$ cat src/rtl/lbq_pkg.sv
// shared types and constants for the line billboard quad expander
package lbq_pkg;

    localparam int COORD_FRAC_BITS = 16;
    localparam int COORD_W         = 32;
    localparam int DIFF_W          = COORD_W + 1;
    localparam int PROD_W          = 2 * DIFF_W;
    localparam int CROSS_W         = PROD_W + 2;
    localparam int MAG_W           = PROD_W + 1;
    localparam int SM_W            = 30;
    localparam int SQ_W            = 2 * SM_W + 2;
    localparam int LEN_W           = SM_W + 1;
    localparam int REM_W           = LEN_W + COORD_FRAC_BITS;
    localparam int HALF_W          = COORD_FRAC_BITS + 1;
    localparam int SQRT_STEPS      = SQ_W / 2;
    localparam int CNT_W           = $clog2(SQRT_STEPS + 1);

    typedef logic signed [COORD_W-1:0] coord_t;
    typedef logic signed [DIFF_W-1:0]  diff_t;
    typedef logic signed [HALF_W-1:0]  half_t;

    typedef struct packed {
        logic signed [COORD_W-1:0] start_x;
        logic signed [COORD_W-1:0] start_y;
        logic signed [COORD_W-1:0] start_z;
        logic signed [COORD_W-1:0] end_x;
        logic signed [COORD_W-1:0] end_y;
        logic signed [COORD_W-1:0] end_z;
        logic signed [COORD_W-1:0] camera_x;
        logic signed [COORD_W-1:0] camera_y;
        logic signed [COORD_W-1:0] camera_z;
        logic [31:0]               start_color;
        logic [31:0]               end_color;
    } in_item_t;

    typedef struct packed {
        logic signed [COORD_W-1:0] vertex_x;
        logic signed [COORD_W-1:0] vertex_y;
        logic signed [COORD_W-1:0] vertex_z;
        logic [31:0]               vertex_color;
        logic [1:0]                corner;
        logic                      last;
        logic                      degenerate;
    } out_item_t;

    typedef struct packed {
        coord_t [2:0] pt_s;
        coord_t [2:0] pt_e;
        diff_t [2:0]  dir;
        diff_t [2:0]  us;
        diff_t [2:0]  ue;
        logic [31:0]  color_s;
        logic [31:0]  color_e;
    } line_job_t;

    typedef struct packed {
        coord_t [2:0] pt_s;
        coord_t [2:0] pt_e;
        half_t [2:0]  h_s;
        half_t [2:0]  h_e;
        logic         dg_s;
        logic         dg_e;
        logic [31:0]  color_s;
        logic [31:0]  color_e;
    } quad_job_t;

endpackage

$ cat src/rtl/lbq_fifo.sv
// two-entry queue of line jobs between the front and the normal engine
module lbq_fifo (
    input  logic               aclk,
    input  logic               aresetn,
    input  logic               push_valid,
    output logic               push_ready,
    input  lbq_pkg::line_job_t push_data,
    output logic               pop_valid,
    input  logic               pop_ready,
    output lbq_pkg::line_job_t pop_data
);
    import lbq_pkg::*;

    localparam int DEPTH = 2;
    localparam int PTR_W = $clog2(DEPTH);

    line_job_t        mem_reg [DEPTH];
    logic [PTR_W-1:0] wr_ptr_reg, wr_ptr_next;
    logic [PTR_W-1:0] rd_ptr_reg, rd_ptr_next;
    logic [PTR_W:0]   count_reg, count_next;
    logic             do_push, do_pop;

    assign push_ready = count_reg != (PTR_W + 1)'(DEPTH);
    assign pop_valid  = count_reg != '0;
    assign pop_data   = mem_reg[rd_ptr_reg];
    assign do_push    = push_valid && push_ready;
    assign do_pop     = pop_valid && pop_ready;

    always_comb begin
        wr_ptr_next = do_push ? wr_ptr_reg + 1'b1 : wr_ptr_reg;
        rd_ptr_next = do_pop ? rd_ptr_reg + 1'b1 : rd_ptr_reg;
        count_next  = count_reg;
        if (do_push && !do_pop) begin
            count_next = count_reg + 1'b1;
        end else if (do_pop && !do_push) begin
            count_next = count_reg - 1'b1;
        end
    end

    always_ff @(posedge aclk) begin
        if (!aresetn) begin
            wr_ptr_reg <= '0;
            rd_ptr_reg <= '0;
            count_reg  <= '0;
        end else begin
            wr_ptr_reg <= wr_ptr_next;
            rd_ptr_reg <= rd_ptr_next;
            count_reg  <= count_next;
        end
        if (do_push) begin
            mem_reg[wr_ptr_reg] <= push_data;
        end
    end

endmodule

$ cat config.mk
export PLATFORM = sky130hd
export DESIGN_NAME = lbq_fifo
export DESIGN_NICKNAME = d
export VERILOG_FILES = /design/src/rtl/lbq_pkg.sv /design/src/rtl/lbq_fifo.sv
export SDC_FILE = /design/constraint.sdc
export NUM_CORES = 1
export LEC_CHECK = 0
export ABC_AREA = 0
export BUFFER_PORTS_ARGS = -buffer_cell sky130_fd_sc_hd__buf_4
export CAP_MARGIN = 20
export CORE_AREA = 2 2 429 431
export CTS_BUF_LIST = sky130_fd_sc_hd__clkbuf_8
export DETAILED_ROUTE_END_ITERATION = 10
export DIE_AREA = 0 0 431 433
export GPL_TIMING_DRIVEN = 0
export HOLD_SLACK_MARGIN = 0.08
export PLACE_DENSITY = 0.44
export SLEW_MARGIN = 20
export SYNTH_ARGS = -nofsm -noshare
export SYNTH_HDL_FRONTEND = slang
export SYNTH_SLANG_ARGS = --single-unit
$ cat constraint.sdc
create_clock -name aclk -period 29.6 [get_ports aclk]
set_clock_uncertainty 0.15 [all_clocks]
set_input_delay 7.4 -clock aclk [delete_from_list [all_inputs] [get_ports aclk]]
set_output_delay 7.4 -clock aclk [all_outputs]
set_load 0.02 [all_outputs]
======== Word-level counts from Yosys, hierarchy flattened ========
Memories as Yosys holds them, arrays and structs flattened. A register that Yosys moved wholly into a read port is not among the register bits.
Index checks and enable logic that the tools add are counted.
cells by class
  add/subtract/negate cells ............... 4
  $mul .................................... 0
  divide/modulo/power cells ............... 0
  order comparisons ....................... 0
  equal/unequal tests ..................... 1
  shift-type cells ........................ 0
  mux-type cells .......................... 6
  bitwise logic cells ..................... 0
  reductions and logical operators ........ 8
operator list
  operator             count
  $logic_and 1x1->1    4
  $mux 1               4
  $mux 2               2
  $reduce_bool 2->1    2
  $add 1x1->1 const B  2
  $add 2x1->2 const B  1
  $logic_not 1->1      2
  $ne 2x2->1 const B   1
  $sub 2x1->2 const B  1
storage, ports and cells
  bits in registers ....................... 4
  latch bits .............................. 0
  bits in writable memories ............... 1106
  bits in read-only memories .............. 0
  input bits .............................. 557
  output and inout bits ................... 555
  logic and storage cells ................. 23
  memories ................................ 1
memory list
  memory   words  bits a word  rd ports  clocked after Yosys merged registers in  write ports  line            text
  mem_reg  2      553          1         1                                        1            lbq_fifo.sv:17  line_job_t mem_reg [DEPTH];

======== Depth between registers and ports, before layout ========
  depth after elaboration ................. 6
  gate-level depth with buffers ........... 6
  gate-level depth less buffers ........... 6

======== Worst setup path after synthesis ========
OpenSTA, ideal clock, no wires.
  path type ............................... input port to flip-flop
  from .................................... input port push_valid
  to ...................................... memory mem_reg[1][0] (netlist name) (enable)
  arrival time ............................ 19.973 ns
  data required time ...................... 28.454 ns
  setup slack ............................. 8.481 ns
  stages .................................. 1
  cells stage by stage .................... and3_1
on the way
  cells in the longest elaborated chain, start to end .. 3
RTL lines
  element                       line            text
  start: declaration            lbq_fifo.sv:5   input logic push_valid,
  $logic_and 1x1->1             lbq_fifo.sv:26  assign do_push = push_valid && push_ready;
  $mux 1                        lbq_fifo.sv:50  if (do_push) begin
  $mux 1 (implied by the code)  lbq_fifo.sv:51  mem_reg[wr_ptr_reg] <= push_data;
  end: declaration              lbq_fifo.sv:17
Every way passes these cells.

==> metrics <==
worst skew pair latency=960 ps; Max Slew Vio Count=0; CP Class=reg2out; worst-path maximum fanout=10; CTS resizes=0; combinational group share of total power=32.2%; initial drt markers=941; Worst slew margin=approximately three fifths; io pins=1112; power density over the cells=86.9 nW/um2; Initial Util=22.4%; Final setup viols=0; Period minus WS final=10540 ps; Hold Vio Cnt, Final=0; max_cap viols=0; top sig layer=met5; syn avg cell area=about 23 um2; worst hold-check path type=reg2reg; Seq pwr share=40.9%; Post-CTS Hold Buffers=0; Critical Path AT=2990 ps; P_int=3.31 mW; hold depth=2; largest net degree at the start of global routing=89; gpl congestion=around 0.78; top post-synthesis cells by area=edfxtp_1 (82%), mux2_2 (11%), mux2_4 (6.3%), buf_6 (0.55%), buf_2 (0.52%); Post-Route WL=130 mm; metal3 WL=11.7 mm; H-tree level count=4; GRT overflow=0; met1 WL=46.1 mm; TritonRoute pass-1 iters=4; WHS Endpoint=count_reg[1]; wire per inst=23.2 um; CP required=22050 ps; Core Region=182000 um2; VDD IR max=~0.000047 V; power share of the clock group=26.9%; Psw=1.58 mW; post-layout util=30.9%; flops & latches, synth=1111; Synth Instances=about 1700; CTS Buffer Depth=3; via count=around 22000; Post-Syn Nets=approximately 2300; r2r setup slk=around 26000 ps; Nets=between 3000 and 4000; initial antenna violation count=31; CTS tree=done; Chip Width=around 430 um; RSZ-0062 raised after global routing=no; Num CTS Buffers=198; die area=187000 um2; worst reg2reg path depth=6; period utilization=35.6%; Post-CTS Setup Bufs=0; clock-pin slew on the worst setup and hold paths=60 ps; Syn. warnings=0; Pleak=21.1 nW; area grow syn2layout=38.1%; post-placement setup slack=19530 ps; fmax=94.9 MHz; Yosys top cell area share=81.5%; register area share after synthesis=between 80% and 90%; top cell type by total area after synthesis=edfxtp_1; Num Clock Sinks=between 1000 and 1500; vias in the first global route=22731; post-placement cell area=52700 um2; Die Span Y=433 um; Worst Hold Launch=count_reg[1]; Switching Share=between 30% and 40%; Residual DRC=0; vias per cell=3.87; PnR worst setup slack=between 15000 and 20000 ps; Worst R2R End=mem_reg[0][274]; global-route wire length before repair=174 mm; Final ANT Viol Nets=0; row count=157; Total Routing Usage GR=roughly an eighth; number of flip-flops in the largest register=1106; Critical R2R Launch=count_reg[0]; share of cells above drive strength 1=61.2%; cell area after synthesis=roughly 40000 um2; Detail Placement HPWL=just under 100 mm; Yosys cell types=19; outcome=finished clean; Buffers on Ports=1111; Worst Setup Start Kind=register; TNS Setup=0 ps; Post-Layout Inst Area=56300 um2; CP Capture Type=output pin; CTS root buffer=clkbuf_8; worst slew pin tran=between 500 and 600 ps; met2 wire length=between 60 and 70 mm
## final cells by class
class,instances,area [um2]
diodes,7,17.5
plain buffers,62,435
clock buffers,199,2740
clock inverters,163,852
fillers,18072,126000
inverters,1,11.3
multi-input cells,571,7000
flip-flops and latches,1111,33300
well taps,2385,2980
repair buffers,1133,8910
## placed cells by master, fill, tap and decap left out, drive strengths merged, types with 2 or more instances in the layout
master	count
bufinv	4
edfxtp	1106
and2	4
clkbuf	199
clkinvlp	2
clkinv	73
dfxtp	5
o21ai	2
a21boi	2
diode	7
xnor2	2
inv	85
buf	1195
mux2	553
## critical path, stage by stage (launching register included)
cell and delay, ps:
dfxtp_1 300, buf_2 160, buf_2 440, buf_2 520, mux2_2 400, buf_4 170
## per-stage QoR
| stage | hold slack [ps] | instances | power, mW |
|---|---|---|---|
| 4_1_cts | 374 | 5625 | 5.01 |
| 3_5_place_dp | 361 | 5263 | 3.65 |
| 2_1_floorplan | 333 | 1745 | 3.03 |
| 3_3_place_gp | 358 | 5241 | 3.86 |
| 5_1_grt | 407 | 5630 | 5.12 |
| 6_report | 372 | 5632 | 4.89 |
## synth_stat cells
cell,instances
or3_1,1
and2_1,4
nand2b_1,1
or2_2,1
inv_1,1
a21boi_0,2
edfxtp_1,1106
xor2_1,1
xnor2_1,2
ha_1,1
buf_2,42
nand3b_1,1
mux2_4,170
dfxtp_1,5
mux2_2,383
and3_1,1
a21bo_2,1
buf_6,20
o21ai_0,2
## power groups by stage
stage	combinational (mW)	clock (mW)	sequential [mW]
2_1_floorplan	0.871	0	2.15
3_3_place_gp	1.59	0	2.27
3_5_place_dp	1.62	0	2.03
4_1_cts	1.62	1.38	2.00
5_1_grt	1.66	1.44	2.02
6_report	1.58	1.32	2.00
## metal layers
metal	GRT usage, %	up-vias
li1	-	9732
met1	13.7	11041
met2	24.1	775
met3	6.12	223
met4	4.01	28
met5	0	-
## cells by family (layout without fill, tap and decap cells)
family                   after synthesis  count (layout)  synth area share [%]
multiplexers                         553             553                  16.8
other                                  0               7                     0
XOR/XNOR                               3               3                0.0645
buffers and inverters                 63            1558                  1.08
adder cells (fa/ha/maj)                1               1                0.0307
AO/OA/AOI/OAI                          5               5                0.0860
AND/OR/NAND/NOR                        9               9                 0.141
flip-flops                          1111            1111                  81.8
## how the worst max path moves through the flow
stage | start | to | depth (start not counted)
finish | register | pop_data[338] | 5
global placement | push_valid | mem_reg[1][392] | 2
CTS | register | pop_data[334] | 5
global route | register | pop_data[339] | 5
detailed placement | push_valid | mem_reg[0][393] | 6
floorplan | push_valid | mem_reg[1][0] | 1
(Power assumes the default switching activity.)
