==> src/rtl/lbq_pkg.sv <==
// shared types and constants for the line billboard quad expander
package lbq_pkg;

    localparam int COORD_FRAC_BITS = 16;
    localparam int COORD_W         = 32;
    localparam int DIFF_W          = COORD_W + 1;
    localparam int PROD_W          = 2 * DIFF_W;
    localparam int CROSS_W         = PROD_W + 2;
    localparam int MAG_W           = PROD_W + 1;
    localparam int SM_W            = 30;
    localparam int SQ_W            = 2 * SM_W + 2;
    localparam int LEN_W           = SM_W + 1;
    localparam int REM_W           = LEN_W + COORD_FRAC_BITS;
    localparam int HALF_W          = COORD_FRAC_BITS + 1;
    localparam int SQRT_STEPS      = SQ_W / 2;
    localparam int CNT_W           = $clog2(SQRT_STEPS + 1);

    typedef logic signed [COORD_W-1:0] coord_t;
    typedef logic signed [DIFF_W-1:0]  diff_t;
    typedef logic signed [HALF_W-1:0]  half_t;

    typedef struct packed {
        logic signed [COORD_W-1:0] start_x;
        logic signed [COORD_W-1:0] start_y;
        logic signed [COORD_W-1:0] start_z;
        logic signed [COORD_W-1:0] end_x;
        logic signed [COORD_W-1:0] end_y;
        logic signed [COORD_W-1:0] end_z;
        logic signed [COORD_W-1:0] camera_x;
        logic signed [COORD_W-1:0] camera_y;
        logic signed [COORD_W-1:0] camera_z;
        logic [31:0]               start_color;
        logic [31:0]               end_color;
    } in_item_t;

    typedef struct packed {
        logic signed [COORD_W-1:0] vertex_x;
        logic signed [COORD_W-1:0] vertex_y;
        logic signed [COORD_W-1:0] vertex_z;
        logic [31:0]               vertex_color;
        logic [1:0]                corner;
        logic                      last;
        logic                      degenerate;
    } out_item_t;

    typedef struct packed {
        coord_t [2:0] pt_s;
        coord_t [2:0] pt_e;
        diff_t [2:0]  dir;
        diff_t [2:0]  us;
        diff_t [2:0]  ue;
        logic [31:0]  color_s;
        logic [31:0]  color_e;
    } line_job_t;

    typedef struct packed {
        coord_t [2:0] pt_s;
        coord_t [2:0] pt_e;
        half_t [2:0]  h_s;
        half_t [2:0]  h_e;
        logic         dg_s;
        logic         dg_e;
        logic [31:0]  color_s;
        logic [31:0]  color_e;
    } quad_job_t;

endpackage

==> src/rtl/lbq_front.sv <==
// input stage: registers a line beat and forms the difference vectors
module lbq_front (
    input  logic               aclk,
    input  logic               aresetn,
    input  logic               s_valid,
    output logic               s_ready,
    input  lbq_pkg::in_item_t  s_data,
    output logic               job_valid,
    input  logic               job_ready,
    output lbq_pkg::line_job_t job_data
);
    import lbq_pkg::*;

    in_item_t item_reg, item_next;
    logic     valid_reg, valid_next;

    assign s_ready   = !valid_reg || job_ready;
    assign job_valid = valid_reg;

    always_comb begin
        valid_next = valid_reg;
        item_next  = item_reg;
        if (s_valid && s_ready) begin
            valid_next = 1'b1;
            item_next  = s_data;
        end else if (job_ready) begin
            valid_next = 1'b0;
        end
    end

    always_comb begin
        job_data.pt_s[0] = item_reg.start_x;
        job_data.pt_s[1] = item_reg.start_y;
        job_data.pt_s[2] = item_reg.start_z;
        job_data.pt_e[0] = item_reg.end_x;
        job_data.pt_e[1] = item_reg.end_y;
        job_data.pt_e[2] = item_reg.end_z;
        job_data.dir[0]  = DIFF_W'(item_reg.end_x) - DIFF_W'(item_reg.start_x);
        job_data.dir[1]  = DIFF_W'(item_reg.end_y) - DIFF_W'(item_reg.start_y);
        job_data.dir[2]  = DIFF_W'(item_reg.end_z) - DIFF_W'(item_reg.start_z);
        job_data.us[0]   = DIFF_W'(item_reg.camera_x) - DIFF_W'(item_reg.start_x);
        job_data.us[1]   = DIFF_W'(item_reg.camera_y) - DIFF_W'(item_reg.start_y);
        job_data.us[2]   = DIFF_W'(item_reg.camera_z) - DIFF_W'(item_reg.start_z);
        job_data.ue[0]   = DIFF_W'(item_reg.camera_x) - DIFF_W'(item_reg.end_x);
        job_data.ue[1]   = DIFF_W'(item_reg.camera_y) - DIFF_W'(item_reg.end_y);
        job_data.ue[2]   = DIFF_W'(item_reg.camera_z) - DIFF_W'(item_reg.end_z);
        job_data.color_s = item_reg.start_color;
        job_data.color_e = item_reg.end_color;
    end

    always_ff @(posedge aclk) begin
        if (!aresetn) begin
            valid_reg <= 1'b0;
        end else begin
            valid_reg <= valid_next;
        end
        item_reg <= item_next;
    end

endmodule

==> config.mk <==
export PLATFORM = sky130hd
export DESIGN_NAME = lbq_front
export DESIGN_NICKNAME = d
export VERILOG_FILES = /design/src/rtl/lbq_pkg.sv /design/src/rtl/lbq_front.sv
export SDC_FILE = /design/constraint.sdc
export NUM_CORES = 1
export LEC_CHECK = 0
export BUFFER_PORTS_ARGS = -buffer_cell sky130_fd_sc_hd__buf_4
export CORE_AREA = 2 2 358 360
export DETAILED_ROUTE_END_ITERATION = 10
export DIE_AREA = 0 0 360 362
export PLACE_DENSITY = 0.45
export SETUP_SLACK_MARGIN = 0.5
export SLEW_MARGIN = 20
export SYNTH_ARGS = -nofsm -noshare
export SYNTH_HDL_FRONTEND = slang
export SYNTH_SLANG_ARGS = --single-unit
export TNS_END_PERCENT = 1
==> constraint.sdc <==
create_clock -name aclk -period 16 [get_ports aclk]
set_clock_uncertainty 0.1 [all_clocks]
set_input_delay 3.2 -clock aclk [delete_from_list [all_inputs] [get_ports aclk]]
set_output_delay 3.2 -clock aclk [all_outputs]
set_load 0.01 [all_outputs]
Word level (Yosys, flattened, before mapping)
Index checks and enable logic that the tools add are counted.

operators by class
  magnitude comparators = 0
  muxes and demuxes = 2
  add/subtract/negate cells = 9
  reduce and logical (&&, ||, !) cells = 4
  div/mod/pow operators = 0
  bitwise operators = 0
  equal/unequal tests = 0
  shift-type cells = 0
  $mul = 0

operators with widths
  kind                          count
  subtractor 32 x 32 -> 33 bit  9
  2-to-1 mux 1 bit              2
  nonzero test 2 bit            1
  logical AND 1 bit             1
  zero test 1 bit               1
  logical OR 1 bit              1

word-level totals
  memory bits (read-only) = 0
  register bits = 353
  logic and storage cells = 27
  memories = 0
  memory bits (writable) = 0
  bits in latches = 0
  input bits = 356

Depth between registers and ports, before layout
Gate-level depths: netlist of the first run.

  depth after elaboration = 4
  gate-level depth with buffers = 13
  gate-level depth less buffers = 13

Worst setup path after synthesis of the first run
OpenSTA, ideal clock, no wires.

  kind = input port to flip-flop
  from = input port job_ready
  to = register item_reg[100] (netlist bit) (enable)
  path slack = 3.745 ns
  cell stages on the path = 2
  buffers on the path = 0
  arrival time = 11.394 ns
  path through = nand2b_1 -> and2_1

between the ends
  cells in the longest elaborated chain, start to end = 2

ends and longest elaborated chain
  item                  RTL line         text
  from (decl)           lbq_front.sv:9   input logic job_ready,
  logical OR 1 bit      lbq_front.sv:17  assign s_ready = !valid_reg || job_ready;
  logical AND 1 bit     lbq_front.sv:23  if (s_valid && s_ready) begin
  to (signal assigned)  lbq_front.sv:57  item_reg <= item_next;
  to (decl)             lbq_front.sv:14  in_item_t item_reg, item_next;

Every way passes these cells.
A chain may end at the register's enable or synchronous reset.

==> PnR_summary.wiki, run 1 <==
{| class="wikitable"
! Metric !! Value
|-
| Post-synthesis sequential element count || 353
|-
| Wirelength, routed || 118100 µm
|-
| Hpwl dp || 100500 µm
|-
| Beginning of the critical path || job_data[458]$_DFFE_PP_
|-
| Number of flip-flops under the largest register name || 256
|-
| Remaining global-route overflow || 0
|-
| Antenna Nets Post-Route || 0
|-
| Syn Area/Cell || 9.915 µm²
|-
| Share of final-layout standard cells stronger than drive strength 1 || between 20% and 30%
|-
| Number of buffers inserted during clock tree synthesis || 51
|-
| Worst hold slack || between 0.4 and 0.5 ns
|-
| Area inside the core boundary || between 0.1 and 0.15 mm²
|-
| Port Buf Inserts || 910
|-
| Cells after Synth || between 2000 and 3000
|-
| Most used flip-flop cell after synthesis || edfxtp_1
|-
| Most repeated cell in the gate-level netlist after synthesis || edfxtp_1
|-
| VDD IR max || 0.09235 mV
|-
| Status || complete, no violations
|-
| Height of the die || 362 µm
|-
| Synth warnings || 0
|-
| Maximum count of clock buffers along a single path || 3
|-
| First-pass GRT wire length || 162600 µm
|-
| Number of buffers inserted by hold repair at cts || 0
|-
| Cell area after synthesis || roughly 0.027 mm²
|-
| Fraction of the cycle the final worst path needs || 49.68%
|-
| Final total negative setup slack || 0 ns
|-
| Count of unique library cells instantiated by Yosys || 81
|-
| Element type at the critical path end || primary output
|-
| Global-route usage over all layers || 17.30%
|-
| Nets@finish || 4066
|-
| Share of the yosys chip area belonging to registers || 39.11%
|-
| DR DRC count || 0
|-
| Clock insertion delay at the later pin of the skew report || 0.64 ns
|-
| Share of synthesized flip-flops with an asynchronous set or reset || 0%
|-
| Relative max-transition margin || 29.97%
|-
| Net count after synthesis || between 3000 and 4000
|-
| PD cells || just over 100 mW/mm²
|-
| Cell types with the highest counts after synthesis || edfxtp_1 (352), ha_1 (288), inv_1 (265)
|-
| MaxCap Viol Count || 0
|-
| Fin. max-slew vios || 0
|-
| Post-CTS clock slew at the launch and capture registers of the worst setup and hold paths || 0.05 ns
|-
| H-tree levels || 2
|-
| Routed WL per cell || around 23 µm
|-
| Post-layout min period || 7.949 ns
|-
| Required arrival time at the worst endpoint || 12.70 ns
|-
| Class of the tightest hold or removal check || reg2reg
|-
| Worst setup SP type || flip-flop
|-
| Number of enable flip-flop cells after synthesis || 352
|-
| Reg-to-reg critical path startpoint || job_valid$_SDFFE_PN0P_
|-
| Starting density of the core || 21.37%
|-
| Final weighted congestion in routability-driven placement || 0.9052
|-
| Die extent in x || about 360 µm
|-
| Number of antenna violations at the first check in global routing || 25
|-
| Final-layout fill cell count || 13487
|-
| Num Clock Sinks || between 300 and 400
|-
| Boundary pin count || 911
|-
| Pre-antenna DRT Iters || 5
|-
| Setup Fix Bufs, Post-CTS || 0
|-
| Largest area contributor in the synthesized netlist || edfxtp_1
|-
| Number of global-route vias before repair || 23005
|-
| Pin count of the biggest net entering global routing || 137
|-
| Data arrival time of the critical path || about 4.7 ns
|-
| CTS tree || built
|-
| Number of instances resized during post-cts repair || 0
|-
| Final Hold Violating Endpoints || 0
|-
| Largest cells by area after synthesis || edfxtp_1 (39%), ha_1 (13%), buf_4 (7.1%)
|-
| Unrepaired setup endpoints after global routing || no
|-
| Maximum operating frequency || 125.8 MHz
|-
| Area growth from synthesis to layout || 32.03%
|-
| Critical path class || reg2out
|-
| Die area || 0.1303 mm²
|-
| Hold path start || job_valid$_SDFFE_PN0P_
|-
| Post-detailed-route via-to-cell ratio || approximately 4.4
|-
| Number of core rows || around 130
|-
| Leakage Power || approximately 16 nW
|-
| Number of violations reported at the end of detailed-routing iteration 0 || 1320
|-
| Actual transition at the worst max-transition pin || 1.050 ns
|-
| Overall via count from detail_route || 22580
|-
| Maximum fanout encountered on the critical timing path || 4
|-
| Final count of negative-setup-slack endpoints || 0
|-
| Clock Root Buffer || clkbuf_16
|-
| Share of the synthesized area in the top cell type || between 30% and 40%
|}
power by group:
| part | internal [mW] | total [mW] | switching, mW |
|---|---|---|---|
| Sequential | 1.09 | 1.14 | 0.0503 |
| Clock | 0.705 | 1.19 | 0.488 |
| Combinational | 0.595 | 1.36 | 0.760 |
critical path: stages (launching register included):
cell and delay (ns):
edfxtp_1 0.47, inv_1 0.13, ha_1 0.23, nor2b_1 0.14, o31ai_1 0.37, a21oi_1 0.25, o21ai_0 0.44, a31oi_1 0.35
a311oi_2 0.64, o31a_1 0.24, o21ai_0 0.12, a21oi_1 0.21, xnor2_1 0.23, buf_4 0.19
final cells by class:
type	count	area [µm²]	share of cell area, %
antenna	9	22.52	0.06300
multi-input combinational	1827	13460	37.64
inverter	265	994.7	2.782
clock buffer	63	1363	3.811
sequential	353	10590	29.62
timing repair buffer	915	6882	19.25
clock inverter	31	361.6	1.011
tap	1662	2079	5.817
cell families (layout without fill, tap and decap cells):
family | count (synthesis) | in the layout | share of synthesized area, %
buffers and inverters | 551 | 1274 | 11.20
AND/OR/NAND/NOR | 544 | 544 | 9.694
flip-flops | 353 | 353 | 39.11
multiplexers | 2 | 2 | 0.07393
adder cells (fa/ha/maj) | 297 | 297 | 13.97
XOR/XNOR | 254 | 254 | 8.216
other | 0 | 9 | 0
AO/OA/AOI/OAI | 730 | 730 | 17.73
worst paths after layout:
path	to	slack, ns	depth (start not counted)
worst max-delay path	job_data[291]	8.05	13
worst min-delay path	job_valid$_SDFFE_PN0P_	0.48	2
worst max register to register	item_reg[90]$_DFFE_PP_	12.67	4
worst min register to register	job_valid$_SDFFE_PN0P_	0.48	2
through the flow:
stage	area (µm²)	instances	setup WS [ns]	util (%)	power, mW
after global placement	34000	5022	8.770	26.84	2.524
after floorplan	27080	2731	3.745	-	1.876
final	35750	5125	8.051	28.22	3.685
after global routing	35750	5123	7.811	28.21	3.879
after detailed placement	34000	5022	8.799	26.84	2.518
after CTS	35730	5116	8.057	28.20	3.748
cells in the final DEF (no fill, tap or decap), drive strengths merged, types with 6 or more instances in the layout:
master	count
o21ai	137
a31oi	24
inv	269
o21bai	22
nor2b	42
a21o	143
o22ai	7
ha	288
and2	11
bufinv	6
a21boi	13
nand4	30
nor2	133
xor2	83
and3	21
xnor2	171
fa	9
nand2b	42
diode	9
nor3	32
a31o	8
clkinv	16
buf	915
a211oi	20
or3	6
a21oi	227
o31ai	13
o211ai	16
nand2	147
clkbuf	63
nand3	57
o21a	42
edfxtp	352
layer usage:
metal / vias up / GRT usage, % / share of wire (%)
li1: 10919 / - / -
met1: 10623 / 19.01 / 38
met2: 871 / 29.74 / 48
met3: 149 / 7.371 / 10
met4: 18 / 6.064 / 3.3
met5: - / 0 / 0.089
(Power assumes the default switching activity.)
==> run 2, diff against run 1 <==
==> constraint.sdc (replaced) <==
create_clock -name aclk -period 7.4 [get_ports aclk]
set_clock_uncertainty 0.1 [all_clocks]
set_input_delay 1.48 -clock aclk [delete_from_list [all_inputs] [get_ports aclk]]
set_output_delay 1.48 -clock aclk [all_outputs]
set_load 0.01 [all_outputs]
==> PnR_summary.wiki, run 2 (synthesis results as in run 1) <==
{| class="wikitable"
! Metric !! Value
|-
| CP max-delay cell || a21oi_1
|-
| Post-layout worst setup margin || 1.191 ns
|-
| Slack of the worst reg-to-reg path || 4.93 ns
|-
| Setup Fix Bufs, Post-CTS || 0
|-
| Clock insertion delay at the later pin of the skew report || 0.64 ns
|-
| Count of placed standard cells including taps || around 5000
|-
| Number of buffers inserted by hold repair at cts || 0
|-
| Num Clock Sinks || 353
|-
| Maximum operating frequency || between 150 and 200 MHz
|-
| Element type at the critical path end || primary output
|-
| Number of antenna violations at the first check in global routing || 17
|-
| Number of core rows || ~130
|-
| Clock Root Buffer || clkbuf_16
|-
| Final weighted congestion in routability-driven placement || 0.8874
|-
| H-tree levels || 2
|-
| Class of the tightest hold or removal check || reg2reg
|-
| Final Hold Violating Endpoints || 0
|-
| Number of instances resized during post-cts repair || 0
|-
| Relative max-transition margin || 36.43%
|-
| Cell depth of the worst min-delay path || 2
|-
| Maximum fanout encountered on the critical timing path || 3
|-
| CTS tree || built
|-
| Pin count of the biggest net entering global routing || around 110
|-
| Number of flip-flops under the largest register name || 256
|-
| Die area || 0.1303 mm²
|-
| Die extent in x || 360 µm
|-
| Remaining global-route overflow || 0
|-
| Hold path start || job_valid$_SDFFE_PN0P_
|-
| Largest stage delay on the critical path || 0.77 ns
|-
| Hpwl dp || 100700 µm
|-
| Unrepaired setup endpoints after global routing || no
|-
| Antenna Nets Post-Route || 0
|-
| Pre-antenna DRT Iters || 6
|-
| Commonest non-fill, non-tap cells in the layout || buf_4 (914), edfxtp_1 (352), ha_1 (288)
|-
| Post-CTS clock slew at the launch and capture registers of the worst setup and hold paths || 0.06 ns
|-
| Critical path cell sequence || ha_1 > fa_1 > nor2b_1 > o21ai_1 > a21oi_1 > o41ai_2 > a211oi_1 > nor2_1 > o21ai_1 > a21o_1 > a21oi_1 > xnor2_1 > buf_4
|-
| Maximum count of clock buffers along a single path || 3
|-
| Nets@finish || 4065
|-
| Port Buf Inserts || 910
|-
| Final count of negative-setup-slack endpoints || 0
|-
| Routed WL per cell || 23.09 µm
|-
| PD cells || 217.4 mW/mm²
|-
| Terminating pin of the worst hold path || job_valid$_SDFFE_PN0P_
|-
| Post-detailed-route via-to-cell ratio || 4.401
|-
| Reg-to-Reg End || item_reg[91]$_DFFE_PP_
|-
| Setup WS pre-CTS || 1.776 ns
|-
| Area inside the core boundary || 0.1267 mm²
|-
| VDD IR max || 0.1640 mV
|-
| Post-layout min period || between 6 and 7 ns
|-
| Required arrival time at the worst endpoint || roughly 5.8 ns
|-
| Leakage Power || ~16 nW
|-
| Worst setup SP type || flip-flop
|-
| Height of the die || 362 µm
|-
| Area growth from synthesis to layout || 31.33%
|-
| Fin. max-slew vios || 0
|-
| First-pass GRT wire length || roughly 160000 µm
|-
| Share of final-layout standard cells stronger than drive strength 1 || 29.82%
|-
| Wirelength, routed || 118000 µm
|-
| Worst Reg-to-Reg Cells || 3
|-
| Data arrival time of the critical path || around 4.6 ns
|-
| Final total negative setup slack || 0 ns
|-
| Global-route usage over all layers || between 15 and 20%
|-
| Number of global-route vias before repair || roughly 23000
|-
| Overall via count from detail_route || approximately 22000
|-
| Boundary pin count || a little over 900
|-
| Critical path class || reg2out
|-
| Non-filler cells in the finished layout || 5111
|-
| Number of buffers inserted during clock tree synthesis || 49
|-
| DR DRC count || 0
|-
| Starting density of the core || 21.37%
|-
| Worst hold slack || 0.4831 ns
|-
| Status || complete, no violations
|-
| MaxCap Viol Count || 0
|-
| Commonest non-fill, non-tap cell in the layout || buf_4
|-
| Reg-to-reg critical path startpoint || job_valid$_SDFFE_PN0P_
|-
| Design area || 0.03556 mm²
|-
| Fraction of the cycle the final worst path needs || 83.91%
|-
| Number of violations reported at the end of detailed-routing iteration 0 || between 1000 and 1500
|-
| Placed cell area || around 0.034 mm²
|-
| Actual transition at the worst max-transition pin || 0.9536 ns
|}
==> run 2: cell type report <==
cell class | instances | area, µm²
inverters | 265 | 994.7
clock inverters | 29 | 277.8
clock buffers | 57 | 1256
fillers | 13578 | 91140
diodes | 2 | 5.005
multi-input cells | 1827 | 13460
flip-flops and latches | 353 | 10590
repair buffers | 916 | 6902
well taps | 1662 | 2079
==> run 2: worst max path at each step <==
| stage | slack, ns | start | cells after the start | endpoint |
|---|---|---|---|---|
| finish | 1.19 | job_data[393]$_DFFE_PP_ | 13 | job_data[123] |
| CTS | 1.03 | job_data[458]$_DFFE_PP_ | 13 | job_data[289] |
| floorplan | 0.86 | job_ready | 2 | item_reg[100]$_DFFE_PP_ |
| detailed placement | 1.78 | job_data[458]$_DFFE_PP_ | 13 | job_data[289] |
| global placement | 1.73 | job_data[458]$_DFFE_PP_ | 13 | job_data[289] |
| global route | 0.72 | job_data[458]$_DFFE_PP_ | 13 | job_data[289] |
==> run 2: per-layer routing <==
| layer | vias to the layer above | GRT usage, % | share of wire, % |
|---|---|---|---|
| met3 | 120 | 6.519 | 9.2 |
| met4 | 10 | 3.526 | 1.8 |
| met5 | - | 0 | 0.047 |
| met1 | 10609 | 19.78 | 39 |
| li1 | 10925 | - | - |
| met2 | 827 | 30.93 | 49 |
==> run 2: power breakdown <==
part | leakage, nW | switching, mW | total [mW] | internal, mW
Clock | 0.740 | 1.03 | 2.35 | 1.32
Sequential | 3.41 | 0.109 | 2.46 | 2.35
Combinational | 12.1 | 1.63 | 2.92 | 1.29
==> run 2: critical path, delay by kind of cell (launching register included) <==
kind,cells,cell delay [ns]
fa+ha+maj,2,0.69
simple gates,2,0.35
flops,1,0.42
xor+xnor,1,0.18
compound gates,7,2.21
buf+inv,1,0.16
==> run 2: per-stage QoR <==
| stage | power [mW] | util [%] |
|---|---|---|
| floorplan | 4.035 | - |
| global placement | 5.459 | 26.85 |
| detailed placement | 5.448 | 26.85 |
| CTS | 7.877 | 28.06 |
| global route | 8.156 | 28.07 |
| finish | 7.733 | 28.07 |
==> run 3, diff against run 2 <==
==> constraint.sdc (replaced) <==
create_clock -name aclk -period 6.1 [get_ports aclk]
set_clock_uncertainty 0.1 [all_clocks]
set_input_delay 1.22 -clock aclk [delete_from_list [all_inputs] [get_ports aclk]]
set_output_delay 1.22 -clock aclk [all_outputs]
set_load 0.01 [all_outputs]
==> PnR_summary.wiki, run 3 (synthesis results as in run 1) <==
{| class="wikitable"
! Metric !! Value
|-
| Unrepaired setup endpoints after global routing || yes
|-
| Terminating pin of the worst hold path || job_valid$_SDFFE_PN0P_
|-
| Wirelength, routed || 120600 µm
|-
| Final Total Pwr || 9.628 mW
|-
| Element type at the critical path end || primary output
|-
| Final Hold Violating Endpoints || 0
|-
| Post-detailed-route via-to-cell ratio || 4.433
|-
| Global-route usage over all layers || 17.82%
|-
| Commonest non-fill, non-tap cell in the layout || buf_4
|-
| Critical path class || reg2out
|-
| Status || complete, no violations
|-
| Worst setup SP type || flip-flop
|-
| First-pass GRT wire length || about 170000 µm
|-
| Most used routing layer || met2
|-
| PD cells || 268.8 mW/mm²
|-
| Area inside the core boundary || around 0.13 mm²
|-
| Class of the tightest hold or removal check || reg2reg
|-
| VDD IR max || 0.2165 mV
|-
| Required arrival time at the worst endpoint || approximately 4.8 ns
|-
| H-tree levels || 2
|-
| Cell depth of the worst min-delay path || 2
|-
| CP max-delay cell || xnor2_1
|-
| Hold path start || job_valid$_SDFFE_PN0P_
|-
| Final weighted congestion in routability-driven placement || 0.9195
|-
| Share of final-layout standard cells stronger than drive strength 1 || 30.20%
|-
| Leakage Power || 16.38 nW
|-
| Post-CTS clock slew at the launch and capture registers of the worst setup and hold paths || approximately 0.060 ns
|-
| Reg-to-Reg End || job_data[520]$_DFFE_PP_
|-
| Post-layout min period || 5.564 ns
|-
| Critical path cell sequence || ha_1 > fa_1 > nor2b_1 > o21ai_1 > a21o_1 > a21oi_1 > o2111ai_1 > a21oi_1 > o31ai_2 > o21bai_1 > a21oi_1 > xnor2_1 > buf_4
|-
| Pin count of the biggest net entering global routing || around 110
|-
| Maximum count of clock buffers along a single path || 3
|-
| M2 GR Usage || 31.72%
|-
| Routing usage on met1 || 19.74%
|-
| Clock Root Buffer || clkbuf_16
|-
| Die area || 0.1303 mm²
|-
| Area growth from synthesis to layout || 32.26%
|-
| Antenna Nets Post-Route || 0
|-
| Final total negative setup slack || 0 ns
|-
| Number of buffers inserted during clock tree synthesis || 50
|-
| CP delay by family, top || compound AO/OA/AOI/OAI gates
|-
| DR DRC count || 0
|-
| Height of the die || about 360 µm
|-
| Number of core rows || ~130
|-
| MaxCap Viol Count || 0
|-
| Clock insertion delay at the later pin of the skew report || 0.63 ns
|-
| Routed WL per cell || 23.54 µm
|-
| Relative max-transition margin || 33.11%
|-
| Number of violations reported at the end of detailed-routing iteration 0 || 1246
|-
| Met3 layer usage reported by global route || 6.967%
|-
| Final-layout fill cell count || approximately 14000
|-
| Final count of negative-setup-slack endpoints || 0
|-
| Boundary pin count || 911
|-
| Worst Reg-to-Reg Cells || 3
|-
| Starting density of the core || 21.37%
|-
| Fraction of the cycle the final worst path needs || 91.22%
|-
| Actual transition at the worst max-transition pin || 0.9894 ns
|-
| Number of antenna violations at the first check in global routing || 14
|-
| Data arrival time of the critical path || between 4 and 5 ns
|-
| Maximum fanout encountered on the critical timing path || 5
|-
| CTS tree || built
|-
| Fin. max-slew vios || 0
|-
| Number of buffers inserted by hold repair at cts || 0
|-
| Critical path's most frequent cell || a21oi_1
|-
| Remaining global-route overflow || 0
|-
| Overall via count from detail_route || 22711
|-
| Die extent in x || ~360 µm
|-
| Worst Path Buf+Inv || 1
|-
| Worst hold slack || 0.4586 ns
|-
| Largest stage delay on the critical path || 0.45 ns
|-
| Pre-antenna DRT Iters || 5
|-
| Nets@finish || 4075
|-
| Num Clock Sinks || 353
|-
| Reg-to-reg critical path startpoint || job_valid$_SDFFE_PN0P_
|-
| Hpwl dp || 103100 µm
|-
| Number of flip-flops under the largest register name || 256
|-
| Port Buf Inserts || 910
|-
| Commonest non-fill, non-tap cells in the layout || buf_4 (922), edfxtp_1 (352), ha_1 (288)
|-
| Slack of the worst reg-to-reg path || just under 4 ns
|-
| Number of global-route vias before repair || 23617
|-
| Maximum operating frequency || about 180 MHz
|}
-- run 3: cell types whose count changed in the layout (fill, tap and decap cells not counted), sizes merged --
| cell | previous run | this run |
|---|---|---|
| buf | 916 | 925 |
| clkinv | 21 | 14 |
| bufinv | 3 | 7 |
| clkbuf | 57 | 59 |
| clkinvlp | 4 | 6 |
| diode | 2 | 4 |
-- run 3: cell type report --
cell class	instances	area, µm²	share of cell area, %
Antenna cell	4	10.01	0.02795
Clock buffer	59	1285	3.588
Clock inverter	28	350.3	0.9782
Inverter	265	994.7	2.777
Multi-Input combinational cell	1827	13520	37.76
Sequential cell	353	10590	29.57
Tap cell	1662	2079	5.807
Timing Repair Buffer	925	6982	19.49
-- run 3: metrics by stage --
stage | setup WS (ns) | std cells | util [%] | area, µm²
global placement | 0.9167 | 5030 | 26.91 | 34090
global route | 0.3528 | 5121 | 28.26 | 35810
finish | 0.5358 | 5123 | 28.27 | 35810
floorplan | 1.672 | 2731 | - | 27080
detailed placement | 0.8785 | 5030 | 26.91 | 34090
CTS | 0.2641 | 5119 | 28.21 | 35750
-- run 3: worst max path at each step --
| stage | from | endpoint | cells after the start |
|---|---|---|---|
| 6_report | job_data[457]$_DFFE_PP_ | job_data[288] | 13 |
| 5_1_grt | job_data[489]$_DFFE_PP_ | job_data[220] | 11 |
| 4_1_cts | job_data[457]$_DFFE_PP_ | job_data[193] | 13 |
| 3_5_place_dp | job_data[458]$_DFFE_PP_ | job_data[291] | 13 |
| 3_3_place_gp | job_data[490]$_DFFE_PP_ | job_data[227] | 13 |
| 2_1_floorplan | job_ready | item_reg[100]$_DFFE_PP_ | 2 |
-- run 3: metal layers --
layer | up-vias | share of wire (%)
li1 | 10944 | -
met1 | 10753 | 38
met2 | 876 | 49
met4 | 2 | 2.6
met5 | - | 0.011
met3 | 136 | 9.9
-- run 3: worst min-delay path: stages, from the launching register on --
cell,delay [ns]
dfxtp_1,0.31
nand2b_1,0.11
a21boi_0,0.09
-- run 3: repair_timing --
item                       4_1_cts  5_1_grt
pin swaps                        1        2
setup endpoints to repair       24       52
resized for setup                1       11
setup buffers                    2        0
-- run 3: where the power goes --
| group | internal, mW | total [mW] | switching, mW |
|---|---|---|---|
| logic | 1.57 | 3.59 | 2.02 |
| registers | 2.85 | 2.98 | 0.132 |
| clock network | 1.79 | 3.05 | 1.26 |
| total | 6.22 | 9.63 | 3.41 |
